$ cat src/rtl/bta_pkg.sv
`timescale 1ns / 1ps

package bta_pkg;

  // arena geometry
  localparam int MEM_BYTES = 4096;
  localparam int AW        = 12;
  localparam int SW        = 13;

  // tag sizes as adder constants
  localparam logic [3:0] K_ZERO = 4'd0;
  localparam logic [3:0] K_TAG  = 4'd6;
  localparam logic [3:0] K_PAIR = 4'd12;

  localparam logic [SW-1:0] ARENA_MIN = 13'd12;
  localparam logic [SW-1:0] ARENA_MAX = 13'd4096;

  // one boundary tag as held in the tag store
  typedef struct packed {
    logic          is_free;
    logic [AW-1:0] size;
    logic          no_link;
    logic [AW-1:0] link;
  } tag_t;

  typedef enum logic [1:0] {
    OP_ALLOC  = 2'd0,
    OP_FREE   = 2'd1,
    OP_REPORT = 2'd2,
    OP_NONE   = 2'd3
  } op_e;

  typedef enum logic [4:0] {
    S_INIT0, S_INIT1, S_IDLE, S_W_HD, S_W_TD,
    S_A0, S_A1, S_A2, S_A3, S_A4, S_A5,
    S_F0, S_F1, S_F2, S_F3, S_F4, S_F5, S_F6, S_F7, S_F8, S_F9,
    S_DONE
  } state_e;

  // request to the shared adder: a + b + k, or a - b - k
  typedef struct packed {
    logic [SW-1:0] a;
    logic [SW-1:0] b;
    logic [3:0]    k;
    logic          sub;
  } calc_req_t;

  // tag store port request
  typedef struct packed {
    logic          rd_en;
    logic [AW-1:0] rd_addr;
    logic          wr_en;
    logic [AW-1:0] wr_addr;
    tag_t          wr_data;
  } mem_req_t;

endpackage

$ cat src/rtl/bta_calc.sv
`timescale 1ns / 1ps

module bta_calc import bta_pkg::*; (
  input  calc_req_t     req_i,
  output logic [SW-1:0] sum_o
);

  // add or subtract operand and tag constant
  always_comb begin
    if (req_i.sub) begin
      sum_o = req_i.a - req_i.b - {{(SW-4){1'b0}}, req_i.k};
    end else begin
      sum_o = req_i.a + req_i.b + {{(SW-4){1'b0}}, req_i.k};
    end
  end

endmodule

$ cat config.mk
export PLATFORM = sky130hd
export DESIGN_NAME = bta_calc
export DESIGN_NICKNAME = d
export VERILOG_FILES = /design/src/rtl/bta_pkg.sv /design/src/rtl/bta_calc.sv
export SDC_FILE = /design/constraint.sdc
export NUM_CORES = 1
export LEC_CHECK = 0
export BUFFER_PORTS_ARGS = -buffer_cell sky130_fd_sc_hd__buf_2
export CAP_MARGIN = 20
export CORE_MARGIN = 1
export CORE_UTILIZATION = 25
export DETAILED_ROUTE_END_ITERATION = 8
export SLEW_MARGIN = 20
export SYNTH_ARGS = -nofsm -noshare
export SYNTH_HDL_FRONTEND = slang
export SYNTH_SLANG_ARGS = --single-unit
$ cat constraint.sdc
create_clock -name vclk -period 3.07
set_input_delay 0.614 -clock vclk [all_inputs]
set_output_delay 0.614 -clock vclk [all_outputs]
set_load 0.02 [all_outputs]
# Word-level counts from Yosys, hierarchy flattened
# Index checks and enable logic that the tools add are counted.
# totals
ff_bits,0
latch_bits,0
mem_bits_rw,0
mem_bits_ro,0
memories,0
# op_classes
add_sub_neg,4
n_mul,0
n_div,0
magnitude_cmp,0
eq_ne,0
n_shift,0
muxes,1
bitwise_logic,0
reduce_logical,0
# op_table
cell,n
$add A13 B13 Y13,1
$add A13 B4 Y13,1
$mux W13,1
$sub A13 B13 Y13,1
$sub A13 B4 Y13,1

# Longest topological paths before layout
# Gate-level depths: netlist (run 1).
# logic_depth
depth_word,3
depth_mapped,11
ltp_nobuf,11

# Least setup slack after synthesis (run 1)
# OpenSTA, ideal clock, no wires.
# synth_timing
kind,input to output
from,input req_i[3] (netlist bit)
to,output sum_o[11]
arrival_ps,2946
t_required_ps,2456
path_slack_ps,-490
stages,9
cell_sequence,fa_1 xor2_1 ha_1 a211oi_1 a311oi_1 o41ai_1 o21ai_0 xnor2_1 mux2i_1
# synth_via
elab_chain_len,2
word_cells_on_any_way,3
# synth_lines
element,line,text
from (decl),bta_calc.sv:4,"input calc_req_t req_i,"
$add A13 B4 Y13 or $sub A13 B4 Y13 (tied branches),"bta_calc.sv:13, bta_calc.sv:11",
$mux W13 *,bta_calc.sv:10,if (req_i.sub) begin
to (decl),bta_calc.sv:5,output logic [SW-1:0] sum_o
# Mark *: on every way between the ends. The rest lies on a longest branch, timed or not.

# Worst setup path after layout (run 1)
# layout_timing
from,input req_i[5] (netlist bit)
to,output sum_o[9]
# layout_via
elab_chain_len,3
word_cells_on_any_way,5
# layout_lines
element,line
$add A13 B13 Y13 or $sub A13 B13 Y13 (tied branches),"bta_calc.sv:13, bta_calc.sv:11"
$add A13 B4 Y13 or $sub A13 B4 Y13 (tied branches),"bta_calc.sv:13, bta_calc.sv:11"
$mux W13 *,bta_calc.sv:10
# Marks and branches as above.

==> results of run 1 <==
==> routing by layer <==
layer | track usage | up-vias | wire [um]
li1 | - | 947 | -
met1 | 0.165 | 828 | 2100
met2 | 0.237 | 27 | 2260
met3 | 0.000983 | 0 | 73
met4 | 0 | 0 | 0
met5 | 0 | - | 0
==> worst max-delay path: cells and delay by family <==
| kind | cells | cell delay [ps] |
|---|---|---|
| adders and majority gates | 2 | 740 |
| xor gates and xnor gates | 1 | 180 |
| AOI/OAI and AO/OA | 5 | 980 |
| muxes | 1 | 100 |
| buffers and inverters | 3 | 340 |
==> what timing repair did <==
item	in CTS	in global routing
resized for setup	35	22
endpoints found under the setup margin	10	10
pin swaps	26	12
setup buffers	5	3
==> path summary, 6_finish.rpt <==
path | start | to | slack [ps] | cells past startpoint
worst min-delay path | req_i[17] | sum_o[12] | 1660 | 4
worst max-delay path | req_i[5] | sum_o[9] | -510 | 12
==> power by group <==
part           total [uW]  internal [uW]  switching, uW  leakage [uW]
clock                   0              0              0             0
combinational         890            451            439       0.00141
sequential              0              0              0             0
==> cell type report <==
class	instances	area (um2)	area share
inverter	35	141	0.0507
multi-input combinational	181	1810	0.650
tap	77	96.3	0.0345
timing repair buffer	103	738	0.265
==> cells in the mapped netlist (2+ instances only) <==
cell type	count	area, um2
ha_1	40	500
inv_1	35	131
nand2_1	17	63.8
a21oi_1	16	80.1
xnor2_1	15	131
xor2_1	13	114
fa_1	10	200
nor2_1	10	37.5
o21ai_0	10	50.1
a21o_1	8	60.1
clkbuf_1	3	11.3
mux2i_1	3	30.0
o21a_1	3	22.5
a31oi_1	2	12.5
and4_1	2	17.5
nand2b_1	2	12.5
nand4_1	2	12.5
nor2b_1	2	12.5
o21ai_1	2	10.0
o21bai_1	2	15.0
==> logic make-up after synthesis <==
family	after synthesis
buf+inv	39
simple gates	42
fa+ha+maj	50
xor+xnor	28
mux	4
compound gates	57
==> per-stage QoR <==
step | instance area (um2) | utilization | worst slack (ps) | total power [uW] | setup TNS (ps)
floorplan | 1840 | - | -244 | 498 | -789
global placement | 2540 | 0.393 | -645 | 762 | -3950
detailed placement | 2540 | 0.393 | -632 | 770 | -4160
CTS | 2710 | 0.419 | -532 | 858 | -3230
global route | 2790 | 0.432 | -596 | 973 | -4120
finish | 2790 | 0.432 | -510 | 890 | -3080
==> run summary, run 1 <==
Slowest Stage Delay on Critical Path -> 580 ps
Sequential area share after synthesis -> 0
Worst path arrival time -> 2970 ps
Net Count, Synth -> 301
CP Max Fanout -> 3
Setup-failing EPs final -> 10
Initial DRC count -> 43
CP endpoint kind -> output port
VDD IR max -> 0.122 mV
Drt via density -> 4.55
Gpl congestion -> 0.778
Status -> finished, violations left
Drt wl/cell -> 11.2 um
Distinct cells, synth -> 43
Hold slack -> 1660 ps
Core Area -> 6460 um2
Synth Area in XOR/XNOR -> 0.143
Overall Global Routing Usage -> 0.124
Main combinational cell family by area after synthesis -> adder cells
Layout cells sized above 1 -> 0.483
Pins Over Slew Limit -> 0
RSZ-0062 raised after global routing -> true
Slew @ Worst Pin -> 504 ps
Reg area -> 0 um2
Critical-path cell with the highest stage delay -> fa_1
Mux share of post-synthesis cell area -> 0.0241
Largest net degree at the start of global routing -> 23
Post-layout min period -> 3580 ps
Die H -> 84.7 um
Most common cell after layout, fill and taps aside -> buf_4
Port bufs -> 44
Vias in the first global route -> 1806
Slew headroom -> 0.664
Ports -> 44
Grt total ovfl -> 0
Die width -> 84.7 um
Synthesized cell area -> 1710 um2
Ys Warns -> 0
Synth Area in Simple Gates -> 0.120
ANT nets after route -> 0
Fill cells -> 645
FFs & Latches -> 0
WP data required -> 2460 ps
Failing checks -> design-rule violations, negative setup slack
Dpl cells -> 390
Final Hold Vio Count -> 0
Hold Path Class -> in2out
Num rows -> 29
Initial antenna violation count -> 0
Max-cap violations -> 0
Hpwl dp -> 3.75 mm
Synthesized instance count -> 220
Final period util -> 1.17
Post-Synth Adder-Cell Area -> 0.410
Max Clk Rate -> 0.279 GHz
Drt first pass iters -> 8
Hold_buf cts -> 0
Post-Layout Cell Count -> 396
Total leakage power -> 0.00141 uW
CP Launch Type -> primary input
Compound-Gate Fraction of Synth Area -> 0.217
Layout clock buffers -> 0
Initial Utilization -> 0.265
Die Footprint -> 7180 um2
CP Class -> in2out
Ant diodes -> 0
Final WL -> 4.43 mm
Pwr/cell area -> 319 nW/um2
Cells along the critical path -> buf_8, fa_1, inv_1, ha_2, o21a_1, o311ai_2, o21ai_2, a221o_1, a21oi_2, xor2_1, mux2i_2, buf_4
Post-Syn Area per Cell -> 7.77 um2
Vias -> 1802
DRC -> 3
Synthesis-to-layout area growth -> 63.1%
Commonest cells after routing, fill and taps aside -> buf_4 (65), ha_1 (33), buf_2 (29)
First-pass GRT wire length -> 7.49 mm
Final worst slack -> -510 ps
Fin nets -> 402
No activity file was read; power rests on OpenSTA's default activity.
==> run 2, diff against run 1 <==
--- a/config.mk
+++ b/config.mk
@@ -5,11 +5,12 @@
 export SDC_FILE = /design/constraint.sdc
 export NUM_CORES = 1
 export LEC_CHECK = 0
-export BUFFER_PORTS_ARGS = -buffer_cell sky130_fd_sc_hd__buf_2
 export CAP_MARGIN = 20
 export CORE_MARGIN = 1
 export CORE_UTILIZATION = 25
 export DETAILED_ROUTE_END_ITERATION = 8
+export DONT_BUFFER_PORTS = 1
+export SKIP_LAST_GASP = 1
 export SLEW_MARGIN = 20
 export SYNTH_ARGS = -nofsm -noshare
 export SYNTH_HDL_FRONTEND = slang
==> run 2 against run 1 <==
Compared with the run above: the run still ends with design-rule violations, negative setup slack left; critical endpoint unchanged; largest power group unchanged; via count shrank 8.6%; flip-flop and latch count stayed put; count of clock-buffer cells in the layout is the same; fmax up 1.8%; total power down 3.7%; non-clock buffer count is 45 lower; worst setup slack better by 62 ps; critical path type unchanged.
==> run summary, run 2 (synthesized netlist as in run 1, its figures left out) <==
Max Clk Rate -> 0.284 GHz
Pwr/cell area -> 332 nW/um2
Critical-path cell with the highest stage delay -> fa_2
Final WL -> 4.30 mm
Hpwl dp -> 3.52 mm
Fin area -> 2580 um2
Reg area -> 0 um2
Die Footprint -> 7180 um2
Initial DRC count -> 35
Fill cells -> 665
Die width -> 84.7 um
Final period util -> 1.15
Core Area -> 6460 um2
Gpl congestion -> 0.757
Ports -> 44
Final Hold Vio Count -> 0
Post-layout total power -> 857 uW
Initial Utilization -> 0.265
DRC -> 4
Vias -> 1647
Layout cells sized above 1 -> 0.405
CP Launch Type -> primary input
Grt total ovfl -> 0
First-pass GRT wire length -> 7.55 mm
CP Class -> in2out
Port bufs -> 0
Final worst slack -> -448 ps
Dpl ws -> -474 ps
Slew headroom -> 0.698
Drt first pass iters -> 8
Layout clock buffers -> 0
Max-cap violations -> 0
Post-layout min period -> 3520 ps
WP data required -> 2460 ps
CP Max Fanout -> 3
Most common cell after layout, fill and taps aside -> buf_4
Dpl cells -> 347
Status -> finished, violations left
Hold Path Class -> in2out
Ant diodes -> 0
Fin nets -> 357
Slew @ Worst Pin -> 455 ps
Failing checks -> design-rule violations, negative setup slack
Commonest cells after routing, fill and taps aside -> buf_4 (55), ha_1 (33), inv_1 (29)
Slowest Stage Delay on Critical Path -> 600 ps
CP endpoint kind -> output port
Drt wl/cell -> 12.2 um
Largest net degree at the start of global routing -> 23
Num rows -> 29
Total leakage power -> 0.00123 uW
Drt via density -> 4.69
VDD IR max -> 0.117 mV
ANT nets after route -> 0
Initial antenna violation count -> 0
Synthesis-to-layout area growth -> 51.0%
RSZ-0062 raised after global routing -> true
Vias in the first global route -> 1822
Setup-failing EPs final -> 7
Worst path arrival time -> 2900 ps
FFs & Latches -> 0
Cells along the critical path -> fa_2, xor2_2, ha_2, a211oi_2, a311oi_2, o41ai_4, o21bai_1, xnor2_1, mux2i_2, buf_4
Overall Global Routing Usage -> 0.123
Post-Layout Cell Count -> 351
Die H -> 84.7 um
Dpl cell area -> 2320 um2
Pins Over Slew Limit -> 0
run 2: changes by cell type in the layout (fill, tap and decap cells not counted), moves of 2 or more:
cell / delta
inv_2: -2
a21oi_4: +2
nor2_2: +3
buf_6: -5
buf_2: -29
inv_1: +3
buf_4: -10
nor2_1: -3
run 2: worst max-delay path, delay by kind of cell:
family	cells	cell delay, ps
AO/OA/AOI/OAI	4	910
adder cells (fa/ha/maj)	2	790
XOR/XNOR	2	230
multiplexers	1	180
buffers and inverters	1	170
run 2: cell type report:
cell class | instances | area (um2) | area share
Tap cell | 77 | 96.3 | 0.0373
Multi-Input combinational cell | 181 | 1900 | 0.736
Timing Repair Buffer | 58 | 447 | 0.173
Inverter | 35 | 139 | 0.0538
run 2: final timing paths:
path,from,to,slack [ps],cells after the start
hold / removal,req_i[0],sum_o[10],1310,1
setup / recovery,req_i[3],sum_o[9],-450,10
run 2: what timing repair did:
item                       CTS  global route
buffers inserted             6             4
resized for setup           33            16
setup endpoints to repair    9            10
pin swaps                   26            20
hold buffers                 0             0
run 2: power breakdown:
part	internal [uW]	switching (uW)	total, uW
logic	426	431	857
registers	0	0	0
clock network	0	0	0
run 2: metal layers:
layer | share of wire | wire length [um] | global-route usage
met1 | 0.45 | 1930 | 0.156
met4 | 0 | 0 | 0.00154
met2 | 0.52 | 2210 | 0.243
met3 | 0.036 | 154 | 0.00492
met5 | 0 | 0 | 0
run 2: stage by stage:
step	setup TNS, ps	util	hold WS, ps
detailed placement	-2460	0.360	1330
floorplan	-789	-	1460
finish	-1960	0.400	1310
global route	-2720	0.400	1300
CTS	-1850	0.392	1290
global placement	-2300	0.360	1320
==> run 3, diff against run 2 <==
--- a/config.mk
+++ b/config.mk
@@ -6,10 +6,13 @@
 export NUM_CORES = 1
 export LEC_CHECK = 0
 export CAP_MARGIN = 20
+export CORE_ASPECT_RATIO = 0.5
 export CORE_MARGIN = 1
 export CORE_UTILIZATION = 25
 export DETAILED_ROUTE_END_ITERATION = 8
 export DONT_BUFFER_PORTS = 1
+export PLACE_DENSITY = 0.41
+export REMOVE_ABC_BUFFERS = 1
 export SKIP_LAST_GASP = 1
 export SLEW_MARGIN = 20
 export SYNTH_ARGS = -nofsm -noshare
==> run 3 against run 2 <==
Compared with the run above: the run ends with negative setup slack left; final area fell by 0.53%; critical path depth rose by 1; largest cell class unchanged; count of clock-buffer cells in the layout did not move; non-clock buffer count rose by 10; routed wire length rose by 7.0%; critical endpoint unchanged; highest routed layer unchanged.
==> run summary, run 3 (synthesized netlist as in run 1, its figures left out) <==
Status -> finished, violations left
Failing checks -> negative setup slack
Post-Layout Cell Count -> 372
CP endpoint kind -> output port
Initial antenna violation count -> 0
Vias in the first global route -> 1633
Met3 wire length -> 106 um
Core Area -> 6330 um2
Hold_buf cts -> 0
Hold Path Class -> in2out
Num rows -> 20
Worst path buffer plus inverter count -> 2
Final period util -> 1.15
First-pass GRT wire length -> 7.32 mm
Max-cap violations -> 0
Cells along the critical path -> fa_2, inv_2, ha_2, o21a_1, o311ai_2, o21ai_2, a221o_1, a21oi_2, xor2_1, mux2i_1, buf_4
Overall Global Routing Usage -> 0.125
FFs & Latches -> 0
Max Clk Rate -> 0.284 GHz
Die width -> 119 um
Drt first pass iters -> 4
Top sig layer -> met3
Die H -> 60.5 um
Commonest cells after routing, fill and taps aside -> buf_4 (62), ha_1 (33), inv_1 (31)
WL met2 -> 2.10 mm
Slew headroom -> 0.748
Drt wl/cell -> 12.4 um
Final worst slack -> -456 ps
Drt via density -> 4.48
Min-Delay Path Depth -> 2
RSZ-0062 raised after global routing -> true
Ports -> 44
Gpl congestion -> 0.748
Layout clock buffers -> 0
DRC -> 0
CP Max Fanout -> 3
WP data required -> 2460 ps
Post-layout min period -> 3530 ps
Dpl ws -> -677 ps
Worst hold start -> req_i[0]
Fin nets -> 367
Final WL -> 4.60 mm
Port bufs -> 0
Worst Hold End -> sum_o[0]
Initial Utilization -> 0.270
Slew @ Worst Pin -> 368 ps
ANT nets after route -> 0
Reg area -> 0 um2
Ant diodes -> 0
Setup-failing EPs final -> 7
Largest net degree at the start of global routing -> 23
Pins Over Slew Limit -> 0
Critical-path cell with the highest stage delay -> fa_2
M1 WL -> 2.39 mm
Dpl cells -> 364
Hold slack -> 1420 ps
Die Footprint -> 7200 um2
Pwr/cell area -> 333 nW/um2
VDD IR max -> 0.118 mV
Worst path arrival time -> 2910 ps
Slowest Stage Delay on Critical Path -> 600 ps
Synthesis-to-layout area growth -> 50.2%
Final Hold Vio Count -> 0
Delay-heaviest family, CP -> compound AO/OA/AOI/OAI gates
Fill cells -> 680
CP Class -> in2out
Finished Core Util -> 0.406
Hpwl dp -> 3.80 mm
Vias -> 1668
Initial DRC count -> 40
Post-layout total power -> 855 uW
Total leakage power -> 0.00126 uW
Layout cells sized above 1 -> 0.394
Most common cell after layout, fill and taps aside -> buf_4
Grt total ovfl -> 0
CP Launch Type -> primary input
[run 3: metrics by stage]
step	TNS, ps	area (um2)
after floorplan	-2360	1700
after global routing	-2890	2570
after detailed placement	-3650	2260
after global placement	-3610	2260
after CTS	-2440	2420
final	-2030	2570
[run 3: area by class of cell]
class	count	area, um2	area share
inverter	35	131	0.0511
timing repair buffer	68	533	0.208
multi-input combinational	181	1790	0.698
tap	88	110	0.0429
[run 3: repair_timing]
item	CTS	global route
setup buffers	5	5
endpoints found under the setup margin	10	10
pin swaps	12	25
resized for setup	29	30
[run 3: worst max path at each step]
stage	endpoint	start	slack (ps)	depth (start not counted)
after floorplan	sum_o[11]	req_i[3]	-490	9
after global placement	sum_o[11]	req_i[3]	-660	10
after detailed placement	sum_o[11]	req_i[3]	-680	10
after CTS	sum_o[11]	req_i[20]	-450	11
after global routing	sum_o[9]	req_i[1]	-550	11
final	sum_o[9]	req_i[1]	-460	11
[run 3: power by group]
| part | switching, uW | internal (uW) |
|---|---|---|
| clock network | 0 | 0 |
| logic | 418 | 437 |
| registers | 0 | 0 |
| total | 418 | 437 |
[run 3: routing by layer]
layer  track usage  vias to the layer above
met4             0                        0
met1         0.182                      773
met2         0.222                       19
li1              -                      876
met5             0                        -
met3       0.00376                        0
